--- config.mk ---
export PLATFORM = sky130hd
export DESIGN_NAME = ubdc_div_cell
export DESIGN_NICKNAME = d
export VERILOG_FILES = /design/src/rtl/core/ubdc_pkg.sv /design/src/rtl/core/ubdc_div_cell.sv
export SDC_FILE = /design/constraint.sdc
export NUM_CORES = 1
export LEC_CHECK = 0
export BUFFER_PORTS_ARGS = -buffer_cell sky130_fd_sc_hd__buf_4
export CORE_MARGIN = 3
export CORE_UTILIZATION = 51
export CTS_BUF_LIST = sky130_fd_sc_hd__clkbuf_16
export DETAILED_ROUTE_END_ITERATION = 16
export HOLD_SLACK_MARGIN = 0.03
export PLACE_DENSITY = 0.8
export SKIP_LAST_GASP = 1
export SYNTH_ARGS = -nofsm -noshare
export SYNTH_HDL_FRONTEND = slang
export SYNTH_SLANG_ARGS = --single-unit
--- constraint.sdc ---
create_clock -name clock -period 7.13 [get_ports clock]
set_clock_uncertainty 0.05 [all_clocks]
set_input_delay 0.3565 -clock clock [delete_from_list [all_inputs] [get_ports clock]]
set_output_delay 0.3565 -clock clock [all_outputs]
set_load 0.005 [all_outputs]
--- src/rtl/core/ubdc_pkg.sv ---
package ubdc_pkg;

   // Widths of the input fields and the result word.
   localparam int unsigned CLOCK_W = 27;
   localparam int unsigned BAUD_W  = 24;
   localparam int unsigned WORD_W  = 28;

   // 25 * clock fits in 32 bits; 4 * baud fits in 26 bits.
   localparam int unsigned DIVIDEND_W = 32;
   localparam int unsigned DEN_W      = 26;
   localparam int unsigned CELL_COUNT = DIVIDEND_W;

   // Floor division of a 32-bit value by 100: (x * RECIP_100) >> RECIP_SHIFT.
   localparam int unsigned RECIP_W     = 31;
   localparam logic [RECIP_W-1:0] RECIP_100 = 31'h51EB_851F;
   localparam int unsigned RECIP_SHIFT = 37;
   localparam int unsigned PROD_W      = DIVIDEND_W + RECIP_W;

   localparam int unsigned MANT_W = 24;
   localparam int unsigned REM_W  = 7;
   localparam logic [REM_W-1:0] HUNDRED = 7'd100;

   // Floor division by 100 of a value below 1700: (v * FRAC_RECIP) >> FRAC_SHIFT.
   localparam int unsigned FRAC_V_W    = 11;
   localparam logic [FRAC_V_W-1:0] FRAC_RECIP = 11'd1311;
   localparam int unsigned FRAC_SHIFT  = 17;
   localparam int unsigned FRAC_PROD_W = 2 * FRAC_V_W;
   localparam logic [FRAC_V_W-1:0] ROUND_HALF = 11'd50;

   localparam logic [WORD_W-1:0] WORD_ALL_ONES = '1;

   // One slot of the divider chain.
   typedef struct packed {
      logic                  valid;
      logic                  zero;
      logic                  over8;
      logic [DEN_W-1:0]      rem;
      logic [DIVIDEND_W-1:0] dq;
      logic [DEN_W-1:0]      den;
   } div_stage_type;

endpackage

--- src/rtl/core/ubdc_div_cell.sv ---
module ubdc_div_cell (
   input  logic                   clock,
   input  logic                   reset,
   input  logic                   advance,
   input  ubdc_pkg::div_stage_type stage_in,
   output ubdc_pkg::div_stage_type stage_out
);

   ubdc_pkg::div_stage_type stage_ff;
   ubdc_pkg::div_stage_type stage_in_next;
   logic [ubdc_pkg::DEN_W:0] shifted;
   logic [ubdc_pkg::DEN_W:0] diff;
   logic                     ge;

   // One restoring step: bring in the next dividend bit, subtract if it fits.
   always_comb begin
      shifted = {stage_in.rem, stage_in.dq[ubdc_pkg::DIVIDEND_W-1]};
      diff    = shifted - {1'b0, stage_in.den};
      ge      = (shifted >= {1'b0, stage_in.den});
      stage_in_next       = stage_in;
      stage_in_next.rem   = ge ? diff[ubdc_pkg::DEN_W-1:0] : shifted[ubdc_pkg::DEN_W-1:0];
      stage_in_next.dq    = {stage_in.dq[ubdc_pkg::DIVIDEND_W-2:0], ge};
   end

   always_ff @(posedge clock) begin
      if (reset) begin
         stage_ff.valid <= 1'b0;
      end else if (advance) begin
         stage_ff <= stage_in_next;
      end
   end

   assign stage_out = stage_ff;

   a_rem_below_den: assert property (@(posedge clock) disable iff (reset)
      (stage_ff.valid && !stage_ff.zero) |-> (stage_ff.rem < stage_ff.den))
      else $error("divider cell remainder not below divisor");

   a_hold_on_stall: assert property (@(posedge clock) disable iff (reset)
      !advance |=> $stable(stage_ff.valid))
      else $error("divider cell moved while frozen");

   a_zero_den: assert property (@(posedge clock) disable iff (reset)
      (stage_ff.valid && stage_ff.zero) |-> (stage_ff.den == '0))
      else $error("zero flag disagrees with divisor");

endmodule

==> metrics.md <==
| Metric | Value |
|---|---|
| Status | `finished clean` |
| Top cells by area, synth | `edfxtp_1, ha_1, mux2_4` |
| Slew headroom | `0.280` |
| Final Max Tran Viols | `0` |
| Reg2Reg Depth | `2` |
| Pwr Density | `~220 nW/µm²` |
| Die Ht | `between 90 and 100 µm` |
| DR iter-0 viols | `between 200 and 250` |
| Worst Setup Start Kind | `input pin` |
| Routed len/inst | `approximately 18 µm` |
| Layout cells sized above 1 | `0.429` |
| Synthesized instance count | `between 300 and 400` |
| Final Wtd Congestion | `slightly below 0.9` |
| Final Cycle Share | `0.417` |
| Sum Neg Setup Slack | `0 ps` |
| Wire length on met3 | `slightly below 1000 µm` |
| #FFs+latches synth | `87` |
| Post-synth top area cell | `edfxtp_1` |
| Largest fanout on the critical path | `24` |
| Tightest Pin Transition | `around 1100 ps` |
| Post-synth cell types | `55` |
| Synth warn | `0` |
| Worst EP required | `just over 7000 ps` |
| Max FFs per register | `87` |
| CTS Buf Count | `9` |
| Most frequent cells in the layout | `buf_4, edfxtp_1, inv_1` |
| Nets | `between 600 and 700` |
| Rows | `33` |
| Total wire length | `11300 µm` |
| Overall Power | `between 1 and 1.5 mW` |
| Fmax | `337 MHz` |
| # port buffers | `between 150 and 200` |
| Syn nets | `~450` |
| Core area | `approximately 8400 µm²` |
| CTS H-tree lvls | `3` |
| Crit path cell chain | `buf_4, inv_1, ha_1, nor2b_1, o2111ai_1, a21boi_2, o41ai_4, a21oi_2, a21oi_4, inv_2, mux2_2` |
| Met2 routed WL | `around 5600 µm` |
| Hold Violations, Final | `0` |
| Seq/Total Area, Yosys | `0.578` |
| Worst skew pair latency | `330 ps` |
| Post-Syn Area | `~4500 µm²` |
| Clk sinks | `87` |
| Antenna violations before repair | `0` |
| Residual DRC | `0` |
| CTS tree | `yes` |
| Leakage power | `2.76 nW` |
| Slowest CP cell | `inv_2` |
| CTS hold repair buffers | `0` |
| Hold Path Class | `input pin to flip-flop` |
| Root Buffer | `clkbuf_16` |
| Reg clk slew, reported paths | `~70 ps` |
| Max stage delay on crit path | `about 540 ps` |
| First-pass GRT wire length | `17500 µm` |
| DRT met1 WL | `between 4000 and 5000 µm` |
| Post-DP HPWL | `just under 9000 µm` |
| Post-DRT Antenna Nets | `0` |
| Via count | `roughly 3400` |
| EDFF count, synth | `86` |
| Antenna cells | `0` |
| Worst hold stages | `1` |
| Hold_ws | `around 150 ps` |
| RSZ-0062 raised after global routing | `no` |
| Grt total ovfl | `0` |
| CP endpoint kind | `flip-flop` |
| Vias in the first global route | `~3500` |
| WP data arrival | `approximately 3000 ps` |
| Setup Viol. Count Final | `0` |
| Commonest non-fill, non-tap cell in the layout | `buf_4` |
| Drt via density | `around 5.5` |
| Largest net degree at the start of global routing | `between 80 and 90` |
| Post-CTS Setup Repair Bufs | `0` |
| IO Count | `177` |
| Highest Signal Layer | `met4` |
| Die ar. | `~10000 µm²` |
| CTS Buffer Depth | `2` |
| Initial Util | `0.537` |
| CTS resizes | `0` |
| Ys async rst share | `0` |
| Min cycle time layout | `between 2000 and 3000 ps` |
| Top cell type's share of synthesized area | `0.573` |
| Syn Area/Cell | `roughly 13 µm²` |
| Worst VDD drop | `about 0.12 mV` |
| Die width | `~100 µm` |
| Max-Cap Viols | `0` |
| P&R area growth vs syn | `38.2%` |
| Setup CP Type | `input pin to flip-flop` |
| All-Layer GR Usage | `0.223` |
| Drt pass-1 iters | `5` |
| Main synth FF type | `edfxtp_1` |
==> kinds of logic (layout without fill, tap and decap cells) <==
family                     Yosys count  in the layout  synth area share
and+or+nand+nor                     66             66            0.0720
DFF                                 87             87             0.578
muxes                               24             24            0.0736
adders and majority gates           27             27            0.0767
buffers and inverters               39            228            0.0358
xor gates and xnor gates            21             21            0.0408
AOI/OAI and AO/OA                   72             72             0.123
==> per-layer routing <==
layer  track usage  vias up
li1              -     1642
met1         0.278     1636
met2         0.389      159
met3        0.0507       12
met4        0.0641        0
met5             0        -
==> synth_stat cells, types with 6 or more instances <==
cell type and n:
a21oi_1 18, edfxtp_1 86, ha_1 26, inv_1 34, mux2_4 17, nand2_1 18
nor2_1 16, nor2b_1 6, o21a_1 6, o21ai_0 7, xnor2_1 12, xor2_1 9
==> worst paths after layout <==
path	startpoint	endpoint	slack, ps
max	stage_in[1]	stage_out[60]$_DFFE_PP_	4160
min	stage_in[32]	stage_out[33]$_DFFE_PP_	150
max reg2reg	stage_out[86]$_SDFFE_PP0P_	stage_out[86]$_SDFFE_PP0P_	6500
min reg2reg	stage_out[86]$_SDFFE_PP0P_	stage_out[86]$_SDFFE_PP0P_	450
==> layout make-up <==
type	count	area, µm²
sequential	87	2600
clock buffer	9	225
timing repair buffer	177	1330
inverter	35	131
multi-input combinational	210	1750
fill	562	2160
tap	105	131
clock inverter	7	56.3
==> power by group <==
part / leakage [nW] / internal, mW / switching [mW] / total, mW
Clock: 0.135 / 0.240 / 0.201 / 0.441
Combinational: 1.81 / 0.170 / 0.143 / 0.312
Sequential: 0.816 / 0.615 / 0.0122 / 0.627
Total: 2.76 / 1.02 / 0.356 / 1.38
==> critical path: cells and delay by family <==
kind                       cells  cell delay, ps
buffers and inverters          3             700
AOI/OAI and AO/OA              5            1060
adders and majority gates      1             300
muxes                          1             410
and+or+nand+nor                1             180
==> through the flow <==
step / std cells / area, µm² / worst slack (ps) / util
finish: 630 / 6220 / 4160 / 0.742
global route: 630 / 6220 / 3960 / 0.742
CTS: 630 / 6220 / 4130 / 0.742
detailed placement: 614 / 5940 / 3780 / 0.709
global placement: 614 / 5940 / 3860 / 0.709
floorplan: 336 / 4500 / 2350 / -
Power figures use the tool's default switching activity.
