`src/rtl/core/ubdc_pkg.sv`:
```
package ubdc_pkg;

   // Widths of the input fields and the result word.
   localparam int unsigned CLOCK_W = 27;
   localparam int unsigned BAUD_W  = 24;
   localparam int unsigned WORD_W  = 28;

   // 25 * clock fits in 32 bits; 4 * baud fits in 26 bits.
   localparam int unsigned DIVIDEND_W = 32;
   localparam int unsigned DEN_W      = 26;
   localparam int unsigned CELL_COUNT = DIVIDEND_W;

   // Floor division of a 32-bit value by 100: (x * RECIP_100) >> RECIP_SHIFT.
   localparam int unsigned RECIP_W     = 31;
   localparam logic [RECIP_W-1:0] RECIP_100 = 31'h51EB_851F;
   localparam int unsigned RECIP_SHIFT = 37;
   localparam int unsigned PROD_W      = DIVIDEND_W + RECIP_W;

   localparam int unsigned MANT_W = 24;
   localparam int unsigned REM_W  = 7;
   localparam logic [REM_W-1:0] HUNDRED = 7'd100;

   // Floor division by 100 of a value below 1700: (v * FRAC_RECIP) >> FRAC_SHIFT.
   localparam int unsigned FRAC_V_W    = 11;
   localparam logic [FRAC_V_W-1:0] FRAC_RECIP = 11'd1311;
   localparam int unsigned FRAC_SHIFT  = 17;
   localparam int unsigned FRAC_PROD_W = 2 * FRAC_V_W;
   localparam logic [FRAC_V_W-1:0] ROUND_HALF = 11'd50;

   localparam logic [WORD_W-1:0] WORD_ALL_ONES = '1;

   // One slot of the divider chain.
   typedef struct packed {
      logic                  valid;
      logic                  zero;
      logic                  over8;
      logic [DEN_W-1:0]      rem;
      logic [DIVIDEND_W-1:0] dq;
      logic [DEN_W-1:0]      den;
   } div_stage_type;

endpackage

```
`src/rtl/core/ubdc_finish.sv`:
```
module ubdc_finish (
   input  logic                          clock,
   input  logic                          reset,
   input  logic                          advance,
   input  ubdc_pkg::div_stage_type        quot_in,
   output logic                          word_valid,
   output logic [ubdc_pkg::WORD_W-1:0]   word
);

   // Stage B: quotient times reciprocal of 100.
   logic                            b_valid_ff;
   logic                            b_zero_ff;
   logic                            b_over8_ff;
   logic [ubdc_pkg::PROD_W-1:0]     b_prod_ff;
   logic [ubdc_pkg::REM_W-1:0]      b_qlow_ff;

   // Stage C: mantissa and remainder.
   logic                            c_valid_ff;
   logic                            c_zero_ff;
   logic                            c_over8_ff;
   logic [ubdc_pkg::MANT_W-1:0]     c_mant_ff;
   logic [ubdc_pkg::REM_W-1:0]      c_rem_ff;

   // Stage D: result register.
   logic                            d_valid_ff;
   logic                            d_over8_ff;
   logic [ubdc_pkg::WORD_W-1:0]     d_word_ff;

   logic [ubdc_pkg::PROD_W-1:0]     b_prod_in;
   logic [ubdc_pkg::MANT_W-1:0]     c_mant_in;
   logic [2*ubdc_pkg::REM_W-1:0]    c_low_prod;
   logic [ubdc_pkg::REM_W-1:0]      c_rem_in;
   logic [ubdc_pkg::FRAC_V_W-1:0]   frac_v;
   logic [ubdc_pkg::FRAC_PROD_W-1:0] frac_prod;
   logic [3:0]                      frac;
   logic [ubdc_pkg::WORD_W-1:0]     d_word_in;

   always_comb begin
      b_prod_in = quot_in.dq * ubdc_pkg::RECIP_100;
   end

   // Only the low bits of mantissa * 100 matter: the remainder is below 100.
   always_comb begin
      c_mant_in  = b_prod_ff[ubdc_pkg::RECIP_SHIFT +: ubdc_pkg::MANT_W];
      c_low_prod = c_mant_in[ubdc_pkg::REM_W-1:0] * ubdc_pkg::HUNDRED;
      c_rem_in   = b_qlow_ff - c_low_prod[ubdc_pkg::REM_W-1:0];
   end

   // Rounded fraction; the mask drops a carry out of the fraction field.
   always_comb begin
      if (c_over8_ff) begin
         frac_v = {1'b0, c_rem_ff, 3'b000} + ubdc_pkg::ROUND_HALF;
      end else begin
         frac_v = {c_rem_ff, 4'b0000} + ubdc_pkg::ROUND_HALF;
      end
      frac_prod = frac_v * ubdc_pkg::FRAC_RECIP;
      if (c_over8_ff) begin
         frac = {frac_prod[ubdc_pkg::FRAC_SHIFT +: 3], 1'b0};
      end else begin
         frac = frac_prod[ubdc_pkg::FRAC_SHIFT +: 4];
      end
      d_word_in = c_zero_ff ? ubdc_pkg::WORD_ALL_ONES : {c_mant_ff, frac};
   end

   always_ff @(posedge clock) begin
      if (reset) begin
         b_valid_ff <= 1'b0;
         c_valid_ff <= 1'b0;
         d_valid_ff <= 1'b0;
      end else if (advance) begin
         b_valid_ff <= quot_in.valid;
         b_zero_ff  <= quot_in.zero;
         b_over8_ff <= quot_in.over8;
         b_prod_ff  <= b_prod_in;
         b_qlow_ff  <= quot_in.dq[ubdc_pkg::REM_W-1:0];
         c_valid_ff <= b_valid_ff;
         c_zero_ff  <= b_zero_ff;
         c_over8_ff <= b_over8_ff;
         c_mant_ff  <= c_mant_in;
         c_rem_ff   <= c_rem_in;
         d_valid_ff <= c_valid_ff;
         d_over8_ff <= c_over8_ff && !c_zero_ff;
         d_word_ff  <= d_word_in;
      end
   end

   assign word_valid = d_valid_ff;
   assign word       = d_word_ff;

   a_rem_range: assert property (@(posedge clock) disable iff (reset)
      c_valid_ff |-> (c_rem_ff < ubdc_pkg::HUNDRED))
      else $error("remainder by 100 out of range");

   a_over8_lsb: assert property (@(posedge clock) disable iff (reset)
      (d_valid_ff && d_over8_ff) |-> (d_word_ff[0] == 1'b0))
      else $error("by-8 fraction has low bit set");

   a_word_hold: assert property (@(posedge clock) disable iff (reset)
      (!advance && d_valid_ff) |=> (d_valid_ff && $stable(d_word_ff)))
      else $error("result word changed while frozen");

endmodule
```
`config.mk`:
```
export PLATFORM = sky130hd
export DESIGN_NAME = ubdc_finish
export DESIGN_NICKNAME = d
export VERILOG_FILES = /design/src/rtl/core/ubdc_pkg.sv /design/src/rtl/core/ubdc_finish.sv
export SDC_FILE = /design/constraint.sdc
export NUM_CORES = 1
export LEC_CHECK = 0
export BUFFER_PORTS_ARGS = -buffer_cell sky130_fd_sc_hd__buf_2
export CAP_MARGIN = 20
export CORE_UTILIZATION = 45
export CTS_BUF_LIST = sky130_fd_sc_hd__clkbuf_8 sky130_fd_sc_hd__clkbuf_16
export CTS_CLUSTER_SIZE = 25
export DETAILED_ROUTE_END_ITERATION = 12
export HOLD_SLACK_MARGIN = 0.1
export SLEW_MARGIN = 20
export SYNTH_ARGS = -nofsm -noshare
export SYNTH_HDL_FRONTEND = slang
export SYNTH_SLANG_ARGS = --single-unit
```
`constraint.sdc`:
```
create_clock -name clock -period 19.78 [get_ports clock]
set_input_delay 0.989 -clock clock [delete_from_list [all_inputs] [get_ports clock]]
set_output_delay 0.989 -clock clock [all_outputs]
set_load 0.01 [all_outputs]
```
==> out/metrics.csv <==
metric;value;unit
vias;13970;
vias in the first global route;15210;
die area;0.04978;mm^2
area leader, netlist;fa_1;
unrepaired setup endpoints after global routing;false;
fillcell total;4414;
placed wire-length estimate;45850;um
Synth Warn #;0;
setup ws final;11.61;ns
Finish-stage setup viols;0;
Hold Crit Start;b_prod_ff[46]$_DFFE_PP_;
root buffer cell;clkbuf_16;
drt initial violations;730;
Clock Sinks;97;
Layout Cells excl Fill;2748;
FP Rows;80;
Final period util;0.4129;
I/O pin count;119;
most frequent cells in the layout;inv_1, ha_1, fa_1;
Post-CTS Setup Repair Bufs;0;
first-pass GRT wire length;82500;um
Main synth FF type;edfxtp_1;
grt ovf;0;
core footprint;0.04795;mm^2
Port Buffers;66;
max-cap viol count;0;
Top Layer Used;met5;
die width;223.1;um
initial antenna violation count;1;
register area;0.002883;mm^2
Worst Setup End Kind;flop;
Hold Path Class;flop to flop;
RR Endpoint;word[2]$_SDFFCE_PP1P_;
clock-pin slew on the worst setup and hold paths;0.07;ns
most common cell after layout, fill and taps aside;inv_1;
fraction of registers with async set/reset;0;
crit path max fanout;10;
hold path depth;0;
WHS Endpoint;c_mant_ff[9]$_DFFE_PP_;
nets@finish;3082;
headroom to the max-slew limit;0.4127;
antenna cells;0;
WL met2;25110;um
R2R Setup Slk;12.43;ns
wire per inst;18.69;um
launch point of the worst reg-to-reg path;c_over8_ff$_DFFE_PP_;
CTS Buf Count;9;
Max Fclk;122.4;MHz
pin count of the biggest net entering global routing;73;
Seq/Total Area, Yosys;0.1310;
Mapped Avg Cell Area;10.67;um^2
TritonCTS clock tree;done;
Total Routing Usage GR;0.2171;
number of enable flip-flop cells after synthesis;94;
setup_tns;0;ns
Post-CTS Resized;0;
Synth Register Bits;97;
Worst setup SP type;input pin;
Post-CTS Hold Buffers;0;
Clock Latency Late Sink;0.34;ns
Reg2Reg Depth;20;
routed wire length;51370;um
Clock Path Buffers;2;
fin. max-slew vios;0;
final clock skew;0.007331;ns
Mapped Cells;2062;
CP Data Required Time;19.84;ns
syn_nets;3016;
pre-CTS setup slack;11.21;ns
gpl congestion;0.9440;
drt via density;5.084;
CP arrival;8.23;ns
synthesized area;0.02200;mm^2
Remaining DRCs;0;
Setup CP Type;input pin to flop;
wire length on met1;23050;um
met3 wire len;2536;um
final hold violations;0;
Die Ht;223.1;um
status;completed;
drt pass-1 iters;5;
Area growth, synth to finish;6.215;%
Worst Hold Slack;0.4181;ns
initial core utilization;0.4589;
# H-tree levels;3;
share of cells above drive strength 1;0.05907;
Final min period;8.168;ns
antenna viol nets, final;0;
multi-input logic area;0.01647;mm^2
DP Cell Count;2732;
Worst Tran Pin Value;0.8810;ns
top cell type's share of synthesized area;0.3740;
top cells by area, synth;fa_1, ha_1, edfxtp_1, inv_1, a21oi_1;
Netlist cell types;70;
registers in the layout, summed over array words and instances (netlist names):
signal	cells
c_mant_ff	24
b_zero_ff	1
b_prod_ff	25
c_zero_ff	1
word_valid	1
b_over8_ff	1
word	28
b_qlow_ff	6
b_valid_ff	1
c_valid_ff	1
c_rem_ff	7
c_over8_ff	1
cells by family (layout without fill, tap and decap cells):
family | Yosys count | after routing | synth area share
buffers and inverters | 708 | 779 | 0.1208
AO/OA/AOI/OAI | 190 | 190 | 0.05886
flip-flops | 97 | 97 | 0.1310
adder cells (fa/ha/maj) | 864 | 864 | 0.6316
AND/OR/NAND/NOR | 153 | 153 | 0.03742
multiplexers | 7 | 7 | 0.003185
XOR/XNOR | 43 | 43 | 0.01712
cell usage after synthesis (3+ instances only):
cell type	count
a211oi_1	9
fa_1	411
or3_1	3
clkbuf_1	11
edfxtp_1	94
inv_1	695
o21a_1	5
o21bai_1	6
a21oi_1	55
nor2b_1	9
a21o_1	28
o21ai_0	32
nor2_1	23
and4_1	5
or2_2	27
dfxtp_1	3
o2111ai_1	6
nand2_1	34
mux2i_1	7
and3_1	9
xnor2_1	31
nor3_1	8
ha_1	453
nand3_1	14
o211ai_1	4
a31oi_1	7
nand4_1	10
a2111oi_0	3
xor2_1	12
worst max path at each step:
stage	slack, ns	end	start	depth (start not counted)
after floorplan	12.33	b_prod_ff[60]$_DFFE_PP_	quot_in[30]	23
final	11.61	b_prod_ff[60]$_DFFE_PP_	quot_in[35]	24
after CTS	11.57	b_prod_ff[60]$_DFFE_PP_	quot_in[31]	24
after global placement	11.26	b_prod_ff[60]$_DFFE_PP_	quot_in[35]	24
after global routing	11.35	b_prod_ff[60]$_DFFE_PP_	quot_in[35]	24
after detailed placement	11.21	b_prod_ff[60]$_DFFE_PP_	quot_in[30]	24
per-stage QoR:
step,utilization,area [um^2]
finish,0.4874,23370
global route,0.4874,23370
CTS,0.4874,23370
detailed placement,0.4813,23080
global placement,0.4813,23070
floorplan,-,22000
critical path: stages:
cell      delay (ns)
buf_2           0.28
ha_1            0.41
inv_1           0.11
fa_1            0.52
inv_1           0.06
fa_1            0.50
inv_1           0.06
fa_1            0.52
inv_1           0.05
fa_1            0.50
fa_1            0.43
fa_1            0.48
inv_1           0.04
fa_1            0.47
inv_1           0.04
ha_1            0.33
nand4_2         0.18
or4_4           0.60
a311o_1         0.33
o221a_1         0.35
o211a_4         0.33
a211oi_1        0.33
or2_2           0.17
o311ai_1        0.12
routing by layer:
layer,GRT usage,vias to the layer above
li1,-,6555
met1,0.3021,7094
met2,0.3750,286
met3,0.01989,35
met4,0.03270,2
met5,0,-
final cells by class:
cell class / count / area share
multi-input cells: 1257 / 0.7047
flip-flops and latches: 97 / 0.1234
inverters: 695 / 0.1116
well taps: 615 / 0.03293
repair buffers: 68 / 0.01478
clock buffers: 9 / 0.009637
clock inverters: 7 / 0.002945
Power is not shown: default switching activity piles up to over one toggle a cycle in this logic, so the estimate is an artifact.
